<file path="src/design/tbsh_pkg.sv">
// Package for the tagged byte-stream hash core.
// Holds the shared types, the request codes, the hash constants and the tag helper.
// No dependencies; every design file imports it.
`default_nettype none

package tbsh_pkg;

   typedef logic [31:0] hash_word_type;
   typedef logic [7:0]  byte_type;
   typedef logic [4:0]  offset_type;
   typedef logic [1:0]  req_code_type;
   typedef logic [1:0]  byte_idx_type;

   // Request codes carried on req_type
   localparam req_code_type REQ_STRING  = 2'd0;
   localparam req_code_type REQ_BINARY  = 2'd1;
   localparam req_code_type REQ_NUMERAL = 2'd2;

   localparam hash_word_type SEED_HASH     = 32'h1afe21c5;
   localparam offset_type    OFFSET_STEP   = 5'd5;
   localparam hash_word_type SMALL_LIMIT   = 32'h10000000;
   localparam hash_word_type SMALL_TAG     = 32'h10000000;
   localparam hash_word_type NUMERAL_MASK  = 32'h1fffffff;
   localparam hash_word_type NUMERAL_TAG   = 32'h20000000;
   localparam hash_word_type STRING_TAG    = 32'h80000000;
   localparam hash_word_type BINARY_MASK   = 32'h3fffffff;
   localparam hash_word_type BINARY_TAG    = 32'h40000000;
   localparam byte_idx_type  LAST_BYTE_IDX = 2'd3;

   // Sequencer states
   typedef enum logic [1:0] {
      ST_IDLE,
      ST_MUL,
      ST_MIX,
      ST_OUT
   } state_type;

   // Finalize a message hash with the tag of its closing request
   function automatic hash_word_type tag_message(hash_word_type h, req_code_type code);
      hash_word_type tag_word;
      if (code == REQ_STRING) begin
         tag_word = h | STRING_TAG;
      end else begin
         tag_word = (h & BINARY_MASK) | BINARY_TAG;
      end
      return tag_word;
   endfunction

endpackage

`default_nettype wire

</file>
<file path="src/design/tagged_byte_stream_hash_core.sv">
// Tagged byte-stream hash core: a message fed one byte per item, or one 32-bit numeral per
// item, becomes a 32-bit key with a type tag in its top bits. A message byte passes through
// the shared multiply/mix unit in ST_MUL and then ST_MIX (multiply, then mix) before the
// core takes the next byte; a byte that ends a message then goes to ST_OUT to place the
// result. A numeral of 2^28 or more runs its four bytes through the same unit, each byte in
// ST_MUL then ST_MIX, and then goes to ST_OUT; a small numeral or an empty request goes
// straight to ST_OUT. The single multiplier serves messages and numerals alike. The core
// stays in ST_OUT while the output register still holds an earlier result under rsp_stall.
// The core takes no item while an item is in flight, but
// once a result sits in the output register it accepts the next item even while rsp_stall
// holds it. req_type 3 is dropped without effect.
`default_nettype none

module tagged_byte_stream_hash_core (
   input  wire                     clock,
   input  wire                     reset,
   input  wire                     req_valid,
   output logic                    req_stall,
   input  tbsh_pkg::req_code_type  req_type,
   input  tbsh_pkg::byte_type      req_byte_value,
   input  tbsh_pkg::hash_word_type req_number,
   input  wire                     req_last,
   input  wire                     req_empty_req,
   output logic                    rsp_valid,
   input  wire                     rsp_stall,
   output tbsh_pkg::hash_word_type rsp_hash
);
   import tbsh_pkg::*;

   state_type     state_ff, state_in;
   hash_word_type run_hash_ff, run_hash_in;
   offset_type    run_off_ff, run_off_in;
   hash_word_type work_hash_ff, work_hash_in;
   hash_word_type data_ff, data_in;
   offset_type    op_off_ff, op_off_in;
   byte_idx_type  byte_idx_ff, byte_idx_in;
   logic          is_num_ff, is_num_in;
   logic          last_ff, last_in;
   req_code_type  code_ff, code_in;
   hash_word_type result_ff, result_in;
   logic          rsp_valid_ff, rsp_valid_in;
   hash_word_type rsp_hash_ff, rsp_hash_in;

   logic          req_accept;
   logic          out_free;
   logic          mul_en;
   hash_word_type unit_hash;
   hash_word_type unit_next;

   assign req_stall  = (state_ff != ST_IDLE);
   assign req_accept = req_valid && !req_stall;
   assign out_free   = !rsp_valid_ff || !rsp_stall;
   assign rsp_valid  = rsp_valid_ff;
   assign rsp_hash   = rsp_hash_ff;

   // Operand for the shared unit: numeral work hash or message hash
   assign unit_hash = is_num_ff ? work_hash_ff : run_hash_ff;

   tbsh_absorb u_absorb (
      .clock     (clock),
      .mul_en    (mul_en),
      .hash_val  (unit_hash),
      .byte_val  (data_ff[7:0]),
      .offset    (op_off_ff),
      .hash_next (unit_next)
   );

   // Next state
   always_comb begin
      state_in = state_ff;
      case (state_ff)
         ST_IDLE: begin
            if (req_accept) begin
               case (req_type)
                  REQ_NUMERAL: state_in = (req_number < SMALL_LIMIT) ? ST_OUT : ST_MUL;
                  REQ_STRING,
                  REQ_BINARY:  state_in = req_empty_req ? ST_OUT : ST_MUL;
                  default:     state_in = ST_IDLE;
               endcase
            end
         end
         ST_MUL: state_in = ST_MIX;
         ST_MIX: begin
            if (is_num_ff) begin
               state_in = (byte_idx_ff == LAST_BYTE_IDX) ? ST_OUT : ST_MUL;
            end else begin
               state_in = last_ff ? ST_OUT : ST_IDLE;
            end
         end
         ST_OUT: state_in = out_free ? ST_IDLE : ST_OUT;
         default: state_in = ST_IDLE;
      endcase
   end

   // Datapath control and register next values
   always_comb begin
      run_hash_in  = run_hash_ff;
      run_off_in   = run_off_ff;
      work_hash_in = work_hash_ff;
      data_in      = data_ff;
      op_off_in    = op_off_ff;
      byte_idx_in  = byte_idx_ff;
      is_num_in    = is_num_ff;
      last_in      = last_ff;
      code_in      = code_ff;
      result_in    = result_ff;
      rsp_valid_in = rsp_valid_ff && rsp_stall;
      rsp_hash_in  = rsp_hash_ff;
      mul_en       = 1'b0;
      case (state_ff)
         ST_IDLE: begin
            if (req_accept) begin
               case (req_type)
                  REQ_NUMERAL: begin
                     // Small numerals need no hashing
                     result_in    = SMALL_TAG | req_number;
                     work_hash_in = SEED_HASH;
                     data_in      = req_number;
                     op_off_in    = '0;
                     byte_idx_in  = '0;
                     is_num_in    = 1'b1;
                  end
                  REQ_STRING,
                  REQ_BINARY: begin
                     code_in   = req_type;
                     last_in   = req_last;
                     is_num_in = 1'b0;
                     data_in   = {24'd0, req_byte_value};
                     op_off_in = run_off_ff;
                     if (req_empty_req) begin
                        // Finalize the message as it stands and start over
                        result_in   = tag_message(run_hash_ff, req_type);
                        run_hash_in = SEED_HASH;
                        run_off_in  = '0;
                     end
                  end
                  default: begin
                     // Drop the unused code
                     result_in = result_ff;
                  end
               endcase
            end
         end
         ST_MUL: begin
            mul_en = 1'b1;
         end
         ST_MIX: begin
            if (is_num_ff) begin
               // Advance to the next little-endian byte of the numeral
               work_hash_in = unit_next;
               data_in      = data_ff >> 8;
               op_off_in    = op_off_ff + OFFSET_STEP;
               byte_idx_in  = byte_idx_ff + 2'd1;
               result_in    = (unit_next & NUMERAL_MASK) | NUMERAL_TAG;
            end else if (last_ff) begin
               result_in   = tag_message(unit_next, code_ff);
               run_hash_in = SEED_HASH;
               run_off_in  = '0;
            end else begin
               run_hash_in = unit_next;
               run_off_in  = run_off_ff + OFFSET_STEP;
            end
         end
         ST_OUT: begin
            // Hand the result to the output register once it is free
            if (out_free) begin
               rsp_valid_in = 1'b1;
               rsp_hash_in  = result_ff;
            end
         end
         default: begin
            mul_en = 1'b0;
         end
      endcase
   end

   // Control and message state
   always_ff @(posedge clock) begin
      if (reset) begin
         state_ff     <= ST_IDLE;
         rsp_valid_ff <= 1'b0;
         run_hash_ff  <= SEED_HASH;
         run_off_ff   <= '0;
      end else begin
         state_ff     <= state_in;
         rsp_valid_ff <= rsp_valid_in;
         run_hash_ff  <= run_hash_in;
         run_off_ff   <= run_off_in;
      end
   end

   // Payload registers
   always_ff @(posedge clock) begin
      work_hash_ff <= work_hash_in;
      data_ff      <= data_in;
      op_off_ff    <= op_off_in;
      byte_idx_ff  <= byte_idx_in;
      is_num_ff    <= is_num_in;
      last_ff      <= last_in;
      code_ff      <= code_in;
      result_ff    <= result_in;
      rsp_hash_ff  <= rsp_hash_in;
   end

endmodule

`default_nettype wire

</file>
<file path="src/design/tbsh_absorb.sv">
// Shared absorb unit of the tagged byte-stream hash core.
// Registers the signed byte times hash product, then mixes it back into the hash.
// Depends on tbsh_pkg for the word types.
`default_nettype none

module tbsh_absorb (
   input  wire                     clock,
   input  wire                     mul_en,
   input  tbsh_pkg::hash_word_type hash_val,
   input  tbsh_pkg::byte_type      byte_val,
   input  tbsh_pkg::offset_type    offset,
   output tbsh_pkg::hash_word_type hash_next
);
   import tbsh_pkg::*;

   hash_word_type byte_ext;
   hash_word_type prod_ff;
   hash_word_type prod_in;
   hash_word_type mixed;

   // Sign-extend the byte and keep the low word of the product
   assign byte_ext = {{24{byte_val[7]}}, byte_val};
   assign prod_in  = byte_ext * hash_val;

   // Hold the product for the mix cycle
   always_ff @(posedge clock) begin
      if (mul_en) begin
         prod_ff <= prod_in;
      end
   end

   // Fold left and right shifts of the product; a zero offset gives the product itself
   assign mixed     = (prod_ff << offset) | (prod_ff >> offset);
   assign hash_next = hash_val ^ mixed;

endmodule

`default_nettype wire
</file>
<file path="config.mk">
export PLATFORM = sky130hd
export DESIGN_NAME = tagged_byte_stream_hash_core
export DESIGN_NICKNAME = d
export VERILOG_FILES = /design/src/design/tbsh_pkg.sv /design/src/design/tagged_byte_stream_hash_core.sv /design/src/design/tbsh_absorb.sv
export SDC_FILE = /design/constraint.sdc
export NUM_CORES = 1
export LEC_CHECK = 0
export BUFFER_PORTS_ARGS = -buffer_cell sky130_fd_sc_hd__buf_2
export CORE_UTILIZATION = 45
export DETAILED_ROUTE_END_ITERATION = 8
export GPL_ROUTABILITY_DRIVEN = 0
export PLACE_DENSITY = 0.58
export SETUP_SLACK_MARGIN = 0.5
export SKIP_LAST_GASP = 1
export SLEW_MARGIN = 40
export SYNTH_ARGS = -nofsm -noshare
export SYNTH_HDL_FRONTEND = slang
export SYNTH_SLANG_ARGS = --single-unit
</file>
<file path="constraint.sdc">
create_clock -name clock -period 7.31 [get_ports clock]
set_clock_uncertainty 0.1 [all_clocks]
set_input_delay 0.3655 -clock clock [delete_from_list [all_inputs] [get_ports clock]]
set_output_delay 0.3655 -clock clock [all_outputs]
set_load 0.005 [all_outputs]
</file>
Yosys cells after proc, flatten, opt, wreduce, memory -nomap -nowiden:

Cells that the tools add are included.

* flip-flop bits (word level): 211
* output and inout port bits: 34

* add/sub/neg operators: 3
* multipliers: 1
* magnitude comparators: 1
* eq/ne operators: 15
* shift-type cells: 2
* mux-type cells: 50
* bitwise gates (word level): 2
* reduce and logical (&&, ||, !) cells: 20

Operators by type and width (count)
* 32-bit 2-to-1 mux: 17
* 32-bit one-hot mux with 2 select lines: 6
* 5-bit 2-to-1 mux: 7
* 32-bit by 29-bit less-than comparator with 1-bit output (second input constant): 1
* 8-bit by 32-bit multiplier with 32-bit output: 1
* 32-bit bitwise OR: 1
* 32-bit by 5-bit left shift with 32-bit output: 1
* 32-bit by 5-bit right shift with 32-bit output: 1
* 32-bit XOR: 1
* 5-bit one-hot mux with 2 select lines: 3
* 2-bit 2-to-1 mux: 10
* 5-bit by 3-bit adder with 5-bit output (second input constant): 2
* 2-bit inequality test (second input constant): 5
* 5-bit AND reduction: 2
* 2-bit == test (second input constant): 4
* 2-bit one-hot mux with 2 select lines: 2
* 2-bit one-hot mux with 4 select lines: 1
* 4-bit AND reduction: 2
* 2-bit logical NOT: 3
* 3-bit inequality test (second input constant): 2
* 3-bit AND reduction: 2
* 2-bit nonzero test: 3
* 2-bit by 1-bit == test with 1-bit output (second input constant): 2
* 1-bit logical NOT: 3
* 9 further kinds: 12

Logic depth before layout (Yosys ltp):

Gate-level depths: netlist of the first run.

* word-level depth: 7
* mapped depth: 23
* gate-level depth less buffers: 18

Modules after synthesis:

A second synthesis of the first run with hierarchy kept.

* cell total of the unflattened synthesis: 1949
* area total of the unflattened synthesis: 19468.7 um^2

Modules (own cells, without submodules)
* tbsh_absorb: instances 1, cells an instance 1322, area an instance 11543.6 um^2
* tagged_byte_stream_hash_core: instances 1, cells an instance 627, area an instance 7925.1 um^2

Least setup slack after synthesis of the first run:

OpenSTA, ideal clock, no wires.

* path type: reg2reg
* from: register is_num_ff
* to: register u_absorb.prod_ff[20], data pin
* library setup time: 0.158 ns
* arrival time: 5.694 ns
* data required time: 7.052 ns
* path slack: 1.358 ns
* stages on the path, launching flop included: 21
* period minus slack after synthesis: 5.952 ns
* path through: edfxtp_1 > clkbuf_1 > buf_2 > buf_2 > mux2i_1 > nand2b_1 > fa_1 > fa_1 > inv_1 > fa_1 > inv_1 > fa_1 > inv_1 > ha_1 > o211ai_1 > a21oi_1 > o2111ai_1 > a21boi_0 > o22ai_1 > or4b_2 > o211ai_1

* cells in the longest elaborated chain, start to end: 2

RTL lines
* from (decl): RTL line tagged_byte_stream_hash_core.sv:37 `logic is_num_ff, is_num_in;`
* from (signal assigned): RTL line tagged_byte_stream_hash_core.sv:198 `is_num_ff <= is_num_in;`
* 32-bit 2-to-1 mux: RTL line tagged_byte_stream_hash_core.sv:57 `assign unit_hash = is_num_ff ? work_hash_ff : run_hash_ff;`
* 8-bit by 32-bit multiplier with 32-bit output: RTL line tbsh_absorb.sv:23 `assign prod_in = byte_ext * hash_val;`
* net u_absorb.prod_in[20]: RTL line tbsh_absorb.sv:18 `hash_word_type prod_in;`
* to (signal assigned): RTL line tbsh_absorb.sv:28 `prod_ff <= prod_in;`
* to (decl): RTL line tbsh_absorb.sv:17 `hash_word_type prod_ff;`

The timed path passes the listed nets, and every way through them passes these cells.
A chain may end at the register's enable or synchronous reset.

Worst setup path in the final report of the first run:

Same ends and word-level chain as after synthesis.

==> flow_summary.json, run 1 <==
{
  "first_iter_violations": 1216,
  "clockBufferDepth": 3,
  "core_area_um2": 42000,
  "yosys_warnings": 0,
  "yosys.area.top_type_share_pct": 26.7,
  "cts.htree.levels": 1,
  "tightest_slew_ns": 0.759,
  "drv_cap": 0,
  "fin_util_pct": 50.6,
  "slew_viol_final": 0,
  "whs_path_depth": 2,
  "grt_pass1_vias": 14500,
  "nFillCells": 3871,
  "power_density_nw_per_um2": 442,
  "synth_edf_count": 171,
  "path_clk_slew_ns": 0.07,
  "grt.overflow.total": 0,
  "ys_seq_area_share_pct": 30.8,
  "cts_tree": "yes",
  "ios": 82,
  "multi_input_area_um2": 12000,
  "cts_root_buf": "clkbuf_16",
  "setup-violations-final": 0,
  "wl_per_cell_um": 21.2,
  "worst_path_most_repeated_cell": "fa_1",
  "via_per_inst": 5.74,
  "path_class": "flop to flop",
  "endpoint_kind": "flop",
  "outcome": "completed",
  "crit_chain": "buf_4, mux2i_1, buf_4, nand2b_1, fa_1, fa_1, inv_1, fa_1, inv_1, fa_1, inv_1, ha_1, o211ai_1, a21oi_1, o2111ai_1, a21boi_0, o22ai_1, or4b_2, o211ai_1",
  "synth_top_flop_cell": "edfxtp_1",
  "seq_area_um2": 5940,
  "synthDistinctLibCells": 81,
  "clkPwrFrac_pct": 13.4,
  "tns_ns": 0,
  "drive_gt1_share_pct": 14.1,
  "syn_nets": 2156,
  "nNetsFinal": 2216,
  "cts_sinks": 211,
  "holdWs_ns": 0.0565,
  "p_comb_share_pct": 65.6,
  "path_depth": 19,
  "cp.arrival_ns": 6.53,
  "vias": 14400,
  "drt-pass1-iter-count": 5,
  "clkLatencyLatePin_ns": 0.57,
  "drc": 0,
  "area_growth_pct": 10.4,
  "crit_slowest_cell": "edfxtp_1",
  "synth.area.top_cells": "edfxtp_1, fa_1, mux4_2, nor2b_1, ha_1",
  "synth_top_area_cell": "edfxtp_1",
  "startpoint_type": "flop",
  "hold_viol_final": 0,
  "slew-limit-headroom_pct": 49.3,
  "pwr-share-seq_pct": 21.0,
  "hpwl_um": 40300,
  "cts_buffers": 26,
  "synthArstFlopShare_pct": 0,
  "rows": 75,
  "vdd_drop_max_mv": 0.702,
  "power_switching_w": 0.00433,
  "p_int_w": 0.00506,
  "dieArea_um2": 43600,
  "synthCells": 1882,
  "rsz0062_at_grt": "no",
  "synth_area_um2": 19200,
  "grt_pass1_wl_um": 84400,
  "max_stage_delay_ns": 0.81,
  "min_path_type": "primary input to flop",
  "die_x_um": 209,
  "routed_wl_um": 53100,
  "r2r_cells": 19,
  "ctsResizeCount": 0,
  "start_util_pct": 45.8,
  "power_w": 0.00939,
  "ant_nets": 0,
  "grt_usage_pct": 24.9,
  "die_h_um": 209,
  "fmax_mhz": 161,
  "io_buffer_count": 81,
  "postSynthAreaPerCell_um2": 10.2,
  "path_buf_inv": 5,
  "critPathRequiredTime_ns": 7.62,
  "ys_ff_latch": 211,
  "diodes": 0,
  "grt_max_degree": 77,
  "leakage_nw": 8.67,
  "final_common_cell": "inv_1",
  "antenna_found_initial": 1,
  "crit_family": "adder cells",
  "path_max_fanout": 13,
  "fin_crit_sh_pct": 85.1,
  "switching_share_pct": 46.1,
  "period_needed_ns": 6.22,
  "layout_common_cells": "inv_1, edfxtp_1, fa_1"
}
sequential cells by signal, summed over array words and instances, names as in the netlist:
signal and count:
result_ff 32, run_off_ff 5, is_num_ff 1, work_hash_ff 32
state_ff 2, op_off_ff 5, data_ff 32, rsp_hash 32
last_ff 1, byte_idx_ff 2, u_absorb.prod_ff 32, code_ff 2
rsp_valid 1, run_hash_ff 32
synth_stat cells, types with 5 or more instances:
cell and number:
mux2_2 16, nand2_1 145, o211ai_1 8, ha_1 69
nor3b_1 5, o21bai_1 8, dfxtp_1 40, nor2_1 96
clkbuf_1 74, nor2b_1 154, xor2_1 24, or3_1 7
nand3_1 22, or2_2 7, o31ai_1 11, mux4_2 52
inv_1 222, mux4_1 9, a21boi_0 10, a31oi_1 11
a211oi_1 13, o21ai_1 18, a21oi_1 75, nand2b_1 32
and2_1 45, fa_1 157, o22ai_1 12, buf_2 17
nor4_1 6, mux2i_1 64, edfxtp_1 171, xnor2_1 50
o221ai_1 7, a21o_1 15, nor3_1 33, buf_1 9
a21boi_1 6, o21ai_0 68, and3_1 13
timing repair:
action / in CTS / in global routing
setup buffers: 0 / 0
endpoints found under the hold margin: 5 / 0
hold buffers: 4 / 0
area by class of cell:
class | instances | area share [%]
multi-input cells | 1339 | 56.6
flip-flops and latches | 211 | 27.9
clock inverters | 15 | 0.647
repair buffers | 141 | 4.46
well taps | 539 | 3.17
inverters | 223 | 3.94
clock buffers | 33 | 3.23
cells by family (layout without fill, tap and decap cells):
kind of cell,Yosys count,after routing,synth area share (%)
and+or+nand+nor,579,579,15.5
xor gates and xnor gates,74,74,3.37
adders and majority gates,226,226,20.8
AOI/OAI and AO/OA,317,317,10.7
muxes,143,143,11.8
DFF,211,211,30.8
buffers and inverters,332,412,7.01
power groups by stage:
stage / combinational, W / clock [W] / sequential [W]
final: 0.00616 / 0.00126 / 0.00197
after detailed placement: 0.00613 / 0 / 0.00198
after CTS: 0.00618 / 0.00128 / 0.00196
after global routing: 0.00689 / 0.00132 / 0.00199
after global placement: 0.00606 / 0 / 0.00198
after floorplan: 0.00463 / 0 / 0.00186
metrics by stage:
step | instance area [um^2] | setup slack, ns | std cells
2_1_floorplan | 19200 | 1.36 | 1882
3_3_place_gp | 20200 | 1.13 | 2440
3_5_place_dp | 20300 | 0.975 | 2447
4_1_cts | 21200 | 0.933 | 2499
5_1_grt | 21300 | 0.699 | 2501
6_report | 21300 | 1.09 | 2501
routing by layer:
layer / share of wire [%] / vias up / global-route usage (%)
li1: - / 6588 / -
met1: 44 / 7178 / 34.9
met2: 46 / 521 / 39.9
met3: 6.8 / 71 / 3.98
met4: 2.9 / 0 / 7.35
met5: 0 / - / 0
worst paths after layout:
check                               startpoint                    to  slack [ns]
worst max register to register       is_num_ff  u_absorb.prod_ff[20]        1.09
worst min-delay path            req_number[25]           data_ff[25]        0.06
worst min register to register   result_ff[17]          rsp_hash[17]        0.32
worst max-delay path                 is_num_ff  u_absorb.prod_ff[20]        1.09
worst register-to-register path: cells and delay by family, from the launching register on:
| kind | cells | cell delay, ns |
|---|---|---|
| AOI/OAI and AO/OA | 6 | 1.21 |
| DFF | 1 | 0.81 |
| and+or+nand+nor | 2 | 0.77 |
| buffers and inverters | 5 | 0.69 |
| muxes | 1 | 0.22 |
| adders and majority gates | 5 | 2.27 |
No activity file was read; power rests on OpenSTA's default activity.
==> inputs of run 2 (changes only) <==
Settings changed: SYNTH_HIERARCHICAL from default to 1.
==> flow_summary.json, run 2 <==
{
  "crit_chain": "buf_4, mux2_2, nand2b_1, fa_1, fa_1, inv_1, fa_1, inv_1, fa_1, inv_1, ha_1, o21ai_0, o21bai_1, o211ai_1, a31o_1, a21oi_1, o22ai_2, mux2i_1, a221o_1",
  "hold_viol_final": 0,
  "io_buffer_count": 81,
  "min_path_type": "primary input to flop",
  "r2r_cells": 19,
  "drive_gt1_share_pct": 13.3,
  "start_util_pct": 46.0,
  "routed_wl_um": 52600,
  "rrSetupSlack_ns": 1.34,
  "synth_area_um2": 19500,
  "layout_common_cells": "inv_1, and2_1, edfxtp_1",
  "placedInstanceArea_um2": 20300,
  "synth_edf_count": 171,
  "yosys.area.top_type_share_pct": 26.4,
  "synth_top_flop_cell": "edfxtp_1",
  "cts.htree.levels": 1,
  "period_needed_ns": 5.97,
  "placed_cells": 2518,
  "core_area_um2": 42300,
  "dieArea_um2": 44100,
  "path_clk_slew_ns": 0.06,
  "final_common_cell": "inv_1",
  "ys_ff_latch": 211,
  "worstReg2RegStart": "is_num_ff",
  "whs_path_depth": 2,
  "grt_pass1_vias": 14300,
  "fin_crit_sh_pct": 81.6,
  "outcome": "completed",
  "leakage_nw": 8.97,
  "via_per_inst": 5.48,
  "tns_ns": 0,
  "diodes": 0,
  "cts_tree": "yes",
  "ios": 82,
  "slew-limit-headroom_pct": 46.5,
  "tightest_slew_ns": 0.800,
  "ys_seq_area_share_pct": 30.5,
  "vias": 14100,
  "synthDistinctLibCells": 80,
  "synth_top_area_cell": "edfxtp_1",
  "nNetsFinal": 2246,
  "grt.overflow.total": 0,
  "critPathRequiredTime_ns": 7.51,
  "crit_path_start": "is_num_ff",
  "hpwl_um": 39800,
  "crit_slowest_cell": "mux2_2",
  "rsz0062_at_grt": "no",
  "synth.most_common_cell": "inv_1",
  "drv_cap": 0,
  "power_density_nw_per_um2": 440,
  "die_x_um": 210,
  "vdd_drop_max_mv": 0.375,
  "drt-pass1-iter-count": 5,
  "antenna_found_initial": 1,
  "syn_nets": 2223,
  "cts_sinks": 211,
  "setup-violations-final": 0,
  "yosys_warnings": 6,
  "cts_buffers": 26,
  "slew_viol_final": 0,
  "multi_input_area_um2": 12100,
  "postSynthAreaPerCell_um2": 9.99,
  "drc": 0,
  "wl_per_cell_um": 20.5,
  "cp.arrival_ns": 6.16,
  "timing.rr.end": "u_absorb/prod_ff[31]",
  "seq_area_um2": 5940,
  "synth_common_cells": "inv_1, and2_1, edfxtp_1",
  "max_stage_delay_ns": 0.51,
  "startpoint_type": "flop",
  "post-route-cell-area_um2": 21200,
  "ant_nets": 0,
  "fmax_mhz": 168,
  "area_growth_pct": 9.04,
  "nFillCells": 3948,
  "synthCells": 1949,
  "grt_max_degree": 84,
  "clkLatencyLatePin_ns": 0.56,
  "layout.cells.non_filler": 2569,
  "cts_root_buf": "clkbuf_16",
  "holdWs_ns": 0.0469,
  "fin_util_pct": 50.2,
  "grt_usage_pct": 24.3,
  "synthArstFlopShare_pct": 0,
  "path_class": "flop to flop",
  "first_iter_violations": 992,
  "clockBufferDepth": 3,
  "endpoint_kind": "flop",
  "path_max_fanout": 13,
  "worst_path_most_repeated_cell": "fa_1",
  "grt_pass1_wl_um": 83200,
  "ctsResizeCount": 0,
  "cp-endpoint": "u_absorb/prod_ff[31]",
  "die_h_um": 210,
  "synth.area.top_cells": "edfxtp_1, fa_1, mux2i_1, and2_1, inv_1",
  "rows": 75
}
run 2: changes by cell type after synthesis, moves of 16 or more:
cell | previous run | this run
nor2b_1 | 154 | 8
and2_1 | 45 | 184
mux2i_1 | 64 | 140
mux2_2 | 16 | 42
inv_1 | 222 | 245
mux4_2 | 52 | 30
nor2_1 | 96 | 114
a21oi_1 | 75 | 59
run 2: metrics by stage:
step,setup slack (ns),total power (W)
2_1_floorplan,1.82,0.00653
3_3_place_gp,1.33,0.00795
3_5_place_dp,1.33,0.00805
4_1_cts,1.33,0.00938
5_1_grt,1.08,0.0101
6_report,1.34,0.00933
run 2: worst max-delay path: cells and delay by family, from the launching register on:
family	cells	cell delay (ns)
AO/OA/AOI/OAI	7	1.64
buffers and inverters	4	0.39
AND/OR/NAND/NOR	1	0.32
flip-flops	1	0.35
multiplexers	2	0.64
adder cells (fa/ha/maj)	5	2.27
run 2: worst min-delay path by stage:
stage | to | slack (ns) | startpoint
5_1_grt | data_ff[26] | 0.05 | req_number[26]
6_report | data_ff[27] | 0.05 | req_number[27]
2_1_floorplan | rsp_hash[0] | 0.30 | result_ff[0]
3_5_place_dp | rsp_hash[21] | 0.30 | result_ff[21]
4_1_cts | data_ff[26] | 0.02 | req_number[26]
3_3_place_gp | rsp_hash[16] | 0.30 | result_ff[16]
run 2: cells by family after synthesis:
| family | after synthesis | share of synthesized area [%] |
|---|---|---|
| AO/OA/AOI/OAI | 275 | 8.94 |
| flip-flops | 211 | 30.5 |
| XOR/XNOR | 69 | 3.10 |
| buffers and inverters | 369 | 7.82 |
| multiplexers | 214 | 13.2 |
| AND/OR/NAND/NOR | 585 | 15.9 |
| adder cells (fa/ha/maj) | 226 | 20.6 |
run 2: report_power, final:
part / total, W / switching, W / internal, W
logic: 0.00611 / 0.00355 / 0.00256
registers: 0.00194 / 0.000196 / 0.00174
clock network: 0.00129 / 0.000550 / 0.000738
total: 0.00933 / 0.00430 / 0.00504
run 2: cell type report:
type / instances / area share (%)
Sequential cell: 211 / 28.0
Clock buffer: 36 / 3.43
Timing Repair Buffer: 116 / 3.41
Clock inverter: 12 / 0.548
Multi-Input combinational cell: 1369 / 56.9
Inverter: 248 / 4.39
Tap cell: 577 / 3.40
run 2: routing by layer:
| layer | routed length, um | track usage (%) | up-vias |
|---|---|---|---|
| li1 | - | - | 6580 |
| met1 | 23400 | 33.7 | 6997 |
| met2 | 24700 | 40.0 | 425 |
| met3 | 3100 | 3.20 | 78 |
| met4 | 1390 | 6.82 | 2 |
| met5 | 13 | 0 | - |
run 2: what timing repair did:
action | in CTS | in global routing
hold buffers | 3 | 0
hold endpoints to repair | 3 | 0
setup buffers | 0 | 0
==> inputs of run 3 (changes only) <==
Settings changed: ABC_AREA from default to 1, PLACE_DENSITY 0.58 to 0.61.
Clock period 7.31 ns to 5.1 ns, I/O delays scaled along.
==> flow_summary.json, run 3 <==
{
  "outcome": "finished, violations left",
  "violations": "DRC",
  "path_clk_slew_ns": 0.06,
  "cts.htree.levels": 1,
  "antenna_found_initial": 0,
  "grt_max_degree": 66,
  "final_common_cell": "nand2_1",
  "ant_nets": 0,
  "drt-pass1-iter-count": 8,
  "drive_gt1_share_pct": 15.7,
  "tightest_slew_ns": 0.814,
  "cp.arrival_ns": 5.27,
  "min_path_type": "primary input to flop",
  "dieArea_um2": 46700,
  "core_area_um2": 45300,
  "grt_pass1_vias": 19100,
  "crit_chain": "buf_4, clkbuf_16, o21ai_4, buf_6, nand2_1, fa_1, inv_1, fa_1, fa_1, inv_1, fa_1, inv_1, ha_1, buf_4, nand2_2, o21bai_1, a21oi_2, nand3_1, nand2_1, nand2_1",
  "nFillCells": 4273,
  "layout_common_cells": "nand2_1, inv_1, nand3_1",
  "synth.most_common_cell": "nand2_1",
  "ios": 82,
  "path_class": "flop to flop",
  "wl_met3_um": 5900,
  "ys_seq_area_share_pct": 28.8,
  "postSynthAreaPerCell_um2": 7.25,
  "rows": 78,
  "synthDistinctLibCells": 47,
  "yosys.area.top_type_share_pct": 24.9,
  "wl_met2_um": 33200,
  "max_stage_delay_ns": 0.55,
  "area_growth_pct": 18.7,
  "yosys_warnings": 6,
  "synth_top_area_cell": "edfxtp_1",
  "worst_path_most_repeated_cell": "fa_1",
  "grt.overflow.total": 0,
  "synth_common_cells": "nand2_1, inv_1, nand3_1",
  "syn_nets": 3119,
  "io_buffer_count": 81,
  "wl_met1_um": 27900,
  "cts_tree": "yes",
  "clkLatencyLatePin_ns": 0.56,
  "hold_viol_final": 0,
  "diodes": 0,
  "path_max_fanout": 11,
  "cts_buffers": 25,
  "synthArstFlopShare_pct": 0,
  "synth_edf_count": 171,
  "fmax_mhz": 198,
  "grt_pass1_wl_um": 106000,
  "fin_util_pct": 54.1,
  "period_needed_ns": 5.05,
  "crit_slowest_cell": "fa_1",
  "clockBufferDepth": 3,
  "top_layer_used": "met4",
  "synthCells": 2845,
  "cts_sinks": 211,
  "synth_area_um2": 20600,
  "nNetsFinal": 3277,
  "drv_cap": 0,
  "hpwl_um": 50800,
  "rsz0062_at_grt": "yes",
  "start_util_pct": 45.6,
  "die_x_um": 216,
  "die_h_um": 216,
  "slew_viol_final": 0,
  "endpoint_kind": "flop",
  "critPathRequiredTime_ns": 5.32,
  "wl_per_cell_um": 19.2,
  "vias": 19800,
  "cts_root_buf": "clkbuf_16",
  "ys_ff_latch": 211,
  "synth_top_flop_cell": "edfxtp_1",
  "slew-limit-headroom_pct": 45.7,
  "first_iter_violations": 2131,
  "fin_crit_sh_pct": 99.0,
  "drc": 2,
  "setup-violations-final": 0,
  "startpoint_type": "flop",
  "synth.area.top_cells": "edfxtp_1, nand2_1, fa_1, inv_1, nand3_1",
  "routed_wl_um": 69700,
  "grt_usage_pct": 29.3,
  "via_per_inst": 5.48
}
==> run 3: critical path, delay by kind of cell, from the launching register on <==
| kind | cells | cell delay, ns |
|---|---|---|
| adder cells (fa/ha/maj) | 5 | 2.32 |
| buffers and inverters | 7 | 0.91 |
| AO/OA/AOI/OAI | 3 | 0.59 |
| flip-flops | 1 | 0.45 |
| AND/OR/NAND/NOR | 5 | 0.42 |
==> run 3: per-layer routing <==
metal | track usage (%) | up-vias
met5 | 0 | -
met4 | 11.0 | 0
met3 | 3.23 | 170
met2 | 49.3 | 988
met1 | 38.9 | 9519
li1 | - | 9159
==> run 3: cell families (layout without fill, tap and decap cells) <==
family | Yosys count | in the layout | share of synthesized area, %
compound gates | 185 | 185 | 5.26
fa+ha+maj | 226 | 226 | 19.4
xor+xnor | 19 | 19 | 0.806
flops | 211 | 211 | 28.8
simple gates | 1487 | 1487 | 31.6
buf+inv | 717 | 894 | 14.2
==> run 3: final timing paths <==
kind	start	end	slack, ns	cells past startpoint
min	req_number[13]	data_ff[13]	0.004	3
max	is_num_ff	u_absorb/prod_ff[30]	0.05	20
min reg2reg	result_ff[11]	rsp_hash[11]	0.32	0
max reg2reg	is_num_ff	u_absorb/prod_ff[30]	0.05	20
==> run 3: final cells by class <==
type | instances | area, um^2 | area share, %
Clock inverter | 17 | 238 | 0.971
Inverter | 571 | 2160 | 8.80
Sequential cell | 211 | 5940 | 24.2
Clock buffer | 29 | 661 | 2.70
Tap cell | 600 | 751 | 3.07
Multi-Input combinational cell | 1917 | 12500 | 50.9
Timing Repair Buffer | 277 | 2280 | 9.33
==> run 3: through the flow <==
step / setup TNS (ns) / worst slack [ns] / cells / instance area [um^2] / hold slack, ns
2_1_floorplan: 0 / 0.489 / 2845 / 20700 / 0.224
3_3_place_gp: -0.532 / -0.113 / 3507 / 22200 / 0.302
3_5_place_dp: -0.527 / -0.114 / 3512 / 22300 / 0.305
4_1_cts: 0 / 0.0753 / 3606 / 23900 / 0.00454
5_1_grt: -0.705 / -0.122 / 3622 / 24500 / 0.00520
6_report: 0 / 0.0500 / 3622 / 24500 / 0.00406
==> run 3: repair_timing <==
item                                    CTS  global route
endpoints found under the hold margin    35             0
hold buffers                             31             0
gates resized for setup                  82            90
buffers inserted                         12            13
gates cloned                              5             3
endpoints found under the setup margin   25            25
pin swaps                                 6            15
Power of run 3 is not shown: default switching activity piles up to over one toggle a cycle in this logic, so the estimate is an artifact.
